===== config.mk =====
export PLATFORM = sky130hd
export DESIGN_NAME = mfqs_levels
export DESIGN_NICKNAME = d
export VERILOG_FILES = /design/src/mfqs_pkg.sv /design/src/mfqs_levels.sv
export SDC_FILE = /design/constraint.sdc
export NUM_CORES = 1
export LEC_CHECK = 0
export ABC_CLOCK_PERIOD_IN_PS = 4000
export BUFFER_PORTS_ARGS = -buffer_cell sky130_fd_sc_hd__clkbuf_2
export CORE_AREA = 2 2 116 118
export CTS_CLUSTER_DIAMETER = 60
export DETAILED_ROUTE_END_ITERATION = 10
export DIE_AREA = 0 0 118 120
export GPL_ROUTABILITY_DRIVEN = 0
export PLACE_DENSITY = 0.55
export SYNTH_ARGS = -nofsm -noshare
export SYNTH_HDL_FRONTEND = slang
export SYNTH_SLANG_ARGS = --single-unit

===== constraint.sdc =====
create_clock -name clk -period 4 [get_ports clk]
set_input_delay 0.4 -clock clk [delete_from_list [all_inputs] [get_ports clk]]
set_output_delay 0.4 -clock clk [all_outputs]
set_load 0.01 [all_outputs]

===== src/mfqs_pkg.sv =====
// ----------------------------------------------------------------------------
// mfqs_pkg
// Shared types and codes for the multilevel feedback queue scheduler.
// ----------------------------------------------------------------------------
package mfqs_pkg;

    // Level index width, fixed by the run_level field
    localparam int LVL_W = 4;

    // Request types
    localparam logic REQ_ADMIT    = 1'b0;
    localparam logic REQ_DISPATCH = 1'b1;

    // Response status codes
    localparam logic [1:0] STAT_ADMITTED   = 2'd0;
    localparam logic [1:0] STAT_REJECTED   = 2'd1;
    localparam logic [1:0] STAT_DISPATCHED = 2'd2;
    localparam logic [1:0] STAT_EMPTY      = 2'd3;

    // Task record as held in the store
    typedef struct packed {
        logic [3:0]  prio;
        logic [9:0]  rem;
        logic [15:0] id;
    } task_rec_t;

    // Queue bookkeeping command from the sequencer
    typedef struct packed {
        logic push;
        logic pop;
        logic live_inc;
        logic live_dec;
    } lvl_cmd_t;

    // Queue bookkeeping status toward the sequencer
    typedef struct packed {
        logic             any_ready;
        logic [LVL_W-1:0] top_lvl;
        logic             sel_full;
        logic             live_full;
    } lvl_stat_t;

    // Sequencer states
    typedef enum logic [1:0] {
        S_IDLE,
        S_EXEC,
        S_READ
    } seq_state_t;

endpackage


===== src/mfqs_levels.sv =====
// ----------------------------------------------------------------------------
// mfqs_levels
// Per-level head and count registers, live task count and the scan for the
// highest-priority nonempty level.
// ----------------------------------------------------------------------------
module mfqs_levels
    import mfqs_pkg::*;
#(
    parameter int QUEUE_DEPTH = 16,
    parameter int NUM_LEVELS  = 9,
    localparam int POS_W      = $clog2(QUEUE_DEPTH)
)
(
    input  logic             clk,
    input  logic             rst_n,
    input  lvl_cmd_t         cmd,
    input  logic [LVL_W-1:0] lvl,
    output lvl_stat_t        stat,
    output logic [POS_W-1:0] top_head,
    output logic [POS_W-1:0] sel_tail
);

    localparam int CNT_W  = $clog2(QUEUE_DEPTH + 1);
    localparam int LIDX_W = $clog2(NUM_LEVELS);

    logic [POS_W-1:0]  head_reg  [NUM_LEVELS];
    logic [POS_W-1:0]  head_next [NUM_LEVELS];
    logic [CNT_W-1:0]  count_reg [NUM_LEVELS];
    logic [CNT_W-1:0]  count_next[NUM_LEVELS];
    logic [CNT_W-1:0]  live_reg;
    logic [CNT_W-1:0]  live_next;
    logic              any_ready;
    logic [LVL_W-1:0]  top_lvl;
    logic [LIDX_W-1:0] sel_idx;
    logic [CNT_W:0]    tail_sum;

    assign sel_idx = lvl[LIDX_W-1:0];

    // Pick the lowest-numbered nonempty level
    always_comb
    begin
        any_ready = 1'b0;
        top_lvl   = '0;
        for (int i = NUM_LEVELS - 1; i >= 0; i--)
        begin
            if (count_reg[i] != '0)
            begin
                any_ready = 1'b1;
                top_lvl   = LVL_W'(i);
            end
        end
    end

    assign top_head = head_reg[top_lvl[LIDX_W-1:0]];

    // Tail position of the selected level, wrapped
    always_comb
    begin
        tail_sum = (CNT_W+1)'(head_reg[sel_idx]) + (CNT_W+1)'(count_reg[sel_idx]);
        if (tail_sum >= (CNT_W+1)'(QUEUE_DEPTH))
        begin
            sel_tail = POS_W'(tail_sum - (CNT_W+1)'(QUEUE_DEPTH));
        end
        else
        begin
            sel_tail = POS_W'(tail_sum);
        end
    end

    assign stat.any_ready = any_ready;
    assign stat.top_lvl   = top_lvl;
    assign stat.sel_full  = (count_reg[sel_idx] >= CNT_W'(QUEUE_DEPTH));
    assign stat.live_full = (live_reg >= CNT_W'(QUEUE_DEPTH));

    // Apply push, pop and live count updates
    always_comb
    begin
        for (int i = 0; i < NUM_LEVELS; i++)
        begin
            head_next[i]  = head_reg[i];
            count_next[i] = count_reg[i];
        end
        live_next = live_reg;
        if (cmd.push)
        begin
            count_next[sel_idx] = count_reg[sel_idx] + CNT_W'(1);
        end
        if (cmd.pop)
        begin
            count_next[sel_idx] = count_reg[sel_idx] - CNT_W'(1);
            if (head_reg[sel_idx] == POS_W'(QUEUE_DEPTH - 1))
            begin
                head_next[sel_idx] = '0;
            end
            else
            begin
                head_next[sel_idx] = head_reg[sel_idx] + POS_W'(1);
            end
        end
        if (cmd.live_inc)
        begin
            live_next = live_reg + CNT_W'(1);
        end
        else if (cmd.live_dec)
        begin
            live_next = live_reg - CNT_W'(1);
        end
    end

    always_ff @(posedge clk or negedge rst_n)
    begin
        if (!rst_n)
        begin
            for (int i = 0; i < NUM_LEVELS; i++)
            begin
                head_reg[i]  <= '0;
                count_reg[i] <= '0;
            end
            live_reg <= '0;
        end
        else
        begin
            for (int i = 0; i < NUM_LEVELS; i++)
            begin
                head_reg[i]  <= head_next[i];
                count_reg[i] <= count_next[i];
            end
            live_reg <= live_next;
        end
    end

endmodule


==> results.md <==
- Final setup viols: 0
- Post-Syn Area: ~5100 um2
- Nets: 569
- Max Cap Viol: 0
- CP startpoint kind: primary input
- Critical path class: in -> out
- Clock sinks: 86
- CTS Buf Count: 9
- CP Buf/Inv Count: 3
- Initial Util: around two fifths
- Setup WS pre-CTS: between 400 and 500 ps
- Area growth from synthesis to layout: 13.1%
- DR iter-0 viols: 447
- Minimum clock period: 3420 ps
- CTS root buffer: clkbuf_16
- Worst hold slack: 221 ps
- Worst-path cell chain: clkbuf_2, buf_4, mux4_2, a22oi_1, o22ai_2, ha_1, a21o_1, a21oi_1, xnor2_1, xor2_1, clkbuf_2
- Via Count: 4,251
- Worst Path Max Fanout: 16
- Final period util: a little under nine tenths
- Most common flop cell mapped by yosys: dfrtp_1
- Crit path top cell by count: clkbuf_2
- Unrepaired setup endpoints after global routing: false
- Clock transition at path regs: around 60 ps
- Total power draw: ~3100 uW
- Number of nets with antenna violations after routing: 0
- Leading area contributor after synthesis: dfrtp_1
- Fin. max-slew vios: 0
- Largest net degree at the start of global routing: 87
- Hpwl dp: 11.2 mm
- CTS tree: yes
- Fraction of layout cells with a size suffix above 1: 18.3%
- PnR worst setup slack: 579 ps
- Core Area: approximately 13,000 um2
- WL final: approximately 15 mm
- Static Leak: 0.00234 uW
- Setup tns final: 0 ps
- # rows: 42
- Post-cts repair resize count: 0
- Max Freq: 292 MHz
- Worst min path class: in -> async
- Worst-margin pin slew: approximately 1100 ps
- DRC: 0
- Avg Inst Size Synth: 9.72 um2
- Final hold vios: 0
- CP required: between 3000 and 4000 ps
- Max FFs per register: 45
- Worst path top cell family by delay: buffers and inverters
- Fin area: 5750 um2
- P per Cell Area: 543 nW/um2
- Total number of H-tree levels: 3
- Synth warnings: 0
- Cells after Synth: around 520
- Wire per inst: approximately 20 um
- Worst-skew pair later-pin latency: ~350 ps
- CP arrival: 3020 ps
- CP peak stage delay: roughly 500 ps
- Longest Clk Path Bufs: 2
- Remaining Overflow, GRT: 0
- Top-area cell type share of the netlist area: 42.3%
- Die Wd: roughly 120 um
- Antenna diodes: 0
- Status: completed
- Top post-synthesis cells by area: dfrtp_1 42%, mux4_2 8.0%, nand2_1 5.5%, o21ai_0 4.6%, nor2_1 3.7%
- Height of the die: 120 um
- Vias in the first global route: approximately 4,200
- Drt pass-1 iters: 5
- First-pass GRT wire length: ~24 mm
- Number of flops mapped to enable cells by yosys: 0
- All-Layer GR Usage: 22.1%
- I/O Buffers: 24
- Ys async rst share: 100%
- Worst path slowest cell: mux4_2
- Setup crit end kind: output port
- Netlist cell types: 57
- Clk_skew: between 6 and 7 ps
- Postcts setup bufs: 0
- Net Count, Synth: ~540
- Initial antenna violation count: 0
- Worst slew margin: about a quarter
- Number of I/O pins: 25
- Area after DPL: roughly 5400 um2
- Synthesized flop and latch total: 86
- Peak supply drop: approximately 270 uV
- Vias/cell: 5.83
- Seq/Total Area, Yosys: a little over two fifths
- Die footprint: between 10,000 and 15,000 um2
- # hold bufs at CTS: 0
power by group:
part           internal [uW]  switching, uW
Clock                    645            342
Sequential              1090            226
Combinational            378            439
Total                   2110           1010
metrics by stage:
stage               instances  utilization, %
floorplan                 523               -
global placement          713            41.6
detailed placement        713            41.6
CTS                       729            44.3
global route              729            44.3
finish                    729            44.3
final timing paths:
| check | endpoint | start | slack (ps) | cells past startpoint |
|---|---|---|---|---|
| min reg2reg | live_reg[4]$_DFFE_PN0P_ | live_reg[4]$_DFFE_PN0P_ | 470 | 1 |
| min | head_reg[0]$_DFFE_PN0P_ | rst_n | 220 | 1 |
| max reg2reg | count_reg[9]$_DFF_PN0_ | count_reg[25]$_DFF_PN0_ | 1050 | 11 |
| max | sel_tail[3] | lvl[0] | 580 | 11 |
| max in group asynchronous | count_reg[39]$_DFF_PN0_ | rst_n | 3020 | 1 |
| min in group clk | live_reg[2]$_DFFE_PN0P_ | cmd[0] | 410 | 4 |
final cells by class:
type,instances,area [um2]
Tap cell,176,220
Clock buffer,13,260
Clock inverter,3,90.1
Fill cell,1275,7230
Sequential cell,86,2150
Timing Repair Buffer,35,205
Inverter,19,71.3
Multi-Input combinational cell,397,2750
layer usage:
layer	vias to the layer above	global-route usage [%]	wire length, um
li1	1954	-	-
met1	2125	30.8	6650
met2	146	34.0	6870
met3	26	5.18	1020
met4	0	7.38	314
met5	-	0	0
kinds of logic after synthesis:
kind of cell / Yosys count / synth area share (%)
buf+inv: 40 / 3.54
simple gates: 177 / 16.0
mux: 41 / 12.9
fa+ha+maj: 11 / 3.00
compound gates: 151 / 19.2
xor+xnor: 17 / 3.08
flops: 86 / 42.3
Yosys cell counts, types with 2 or more instances:
library cell,instances
a21o_1,3
a21oi_1,37
a21oi_2,2
a221oi_1,3
a22o_1,3
a22oi_1,9
a31oi_1,4
and3_1,3
buf_2,6
buf_4,4
clkbuf_1,10
dfrtp_1,86
fa_1,2
ha_1,9
inv_1,17
mux2_2,15
mux2i_1,8
mux4_2,18
nand2_1,75
nand2b_1,4
nand3_1,9
nor2_1,50
nor2b_1,9
nor3_1,7
o2111ai_1,4
o21ai_0,47
o21ai_1,2
o221a_2,4
o22a_1,8
o22ai_1,10
o22ai_2,3
o31ai_1,6
or4_1,8
xnor2_1,10
xor2_1,6
cells in the final DEF, fill, tap and decap left out, types with 10 or more instances in the layout:
| cell | n |
|---|---|
| a21oi_1 | 37 |
| mux4_2 | 18 |
| dfrtp_1 | 86 |
| xnor2_1 | 10 |
| inv_1 | 17 |
| o21ai_0 | 47 |
| nor2_1 | 50 |
| buf_4 | 12 |
| nand2_1 | 75 |
| clkbuf_2 | 23 |
| o22ai_1 | 10 |
| mux2_2 | 15 |
(Power assumes the default switching activity.)
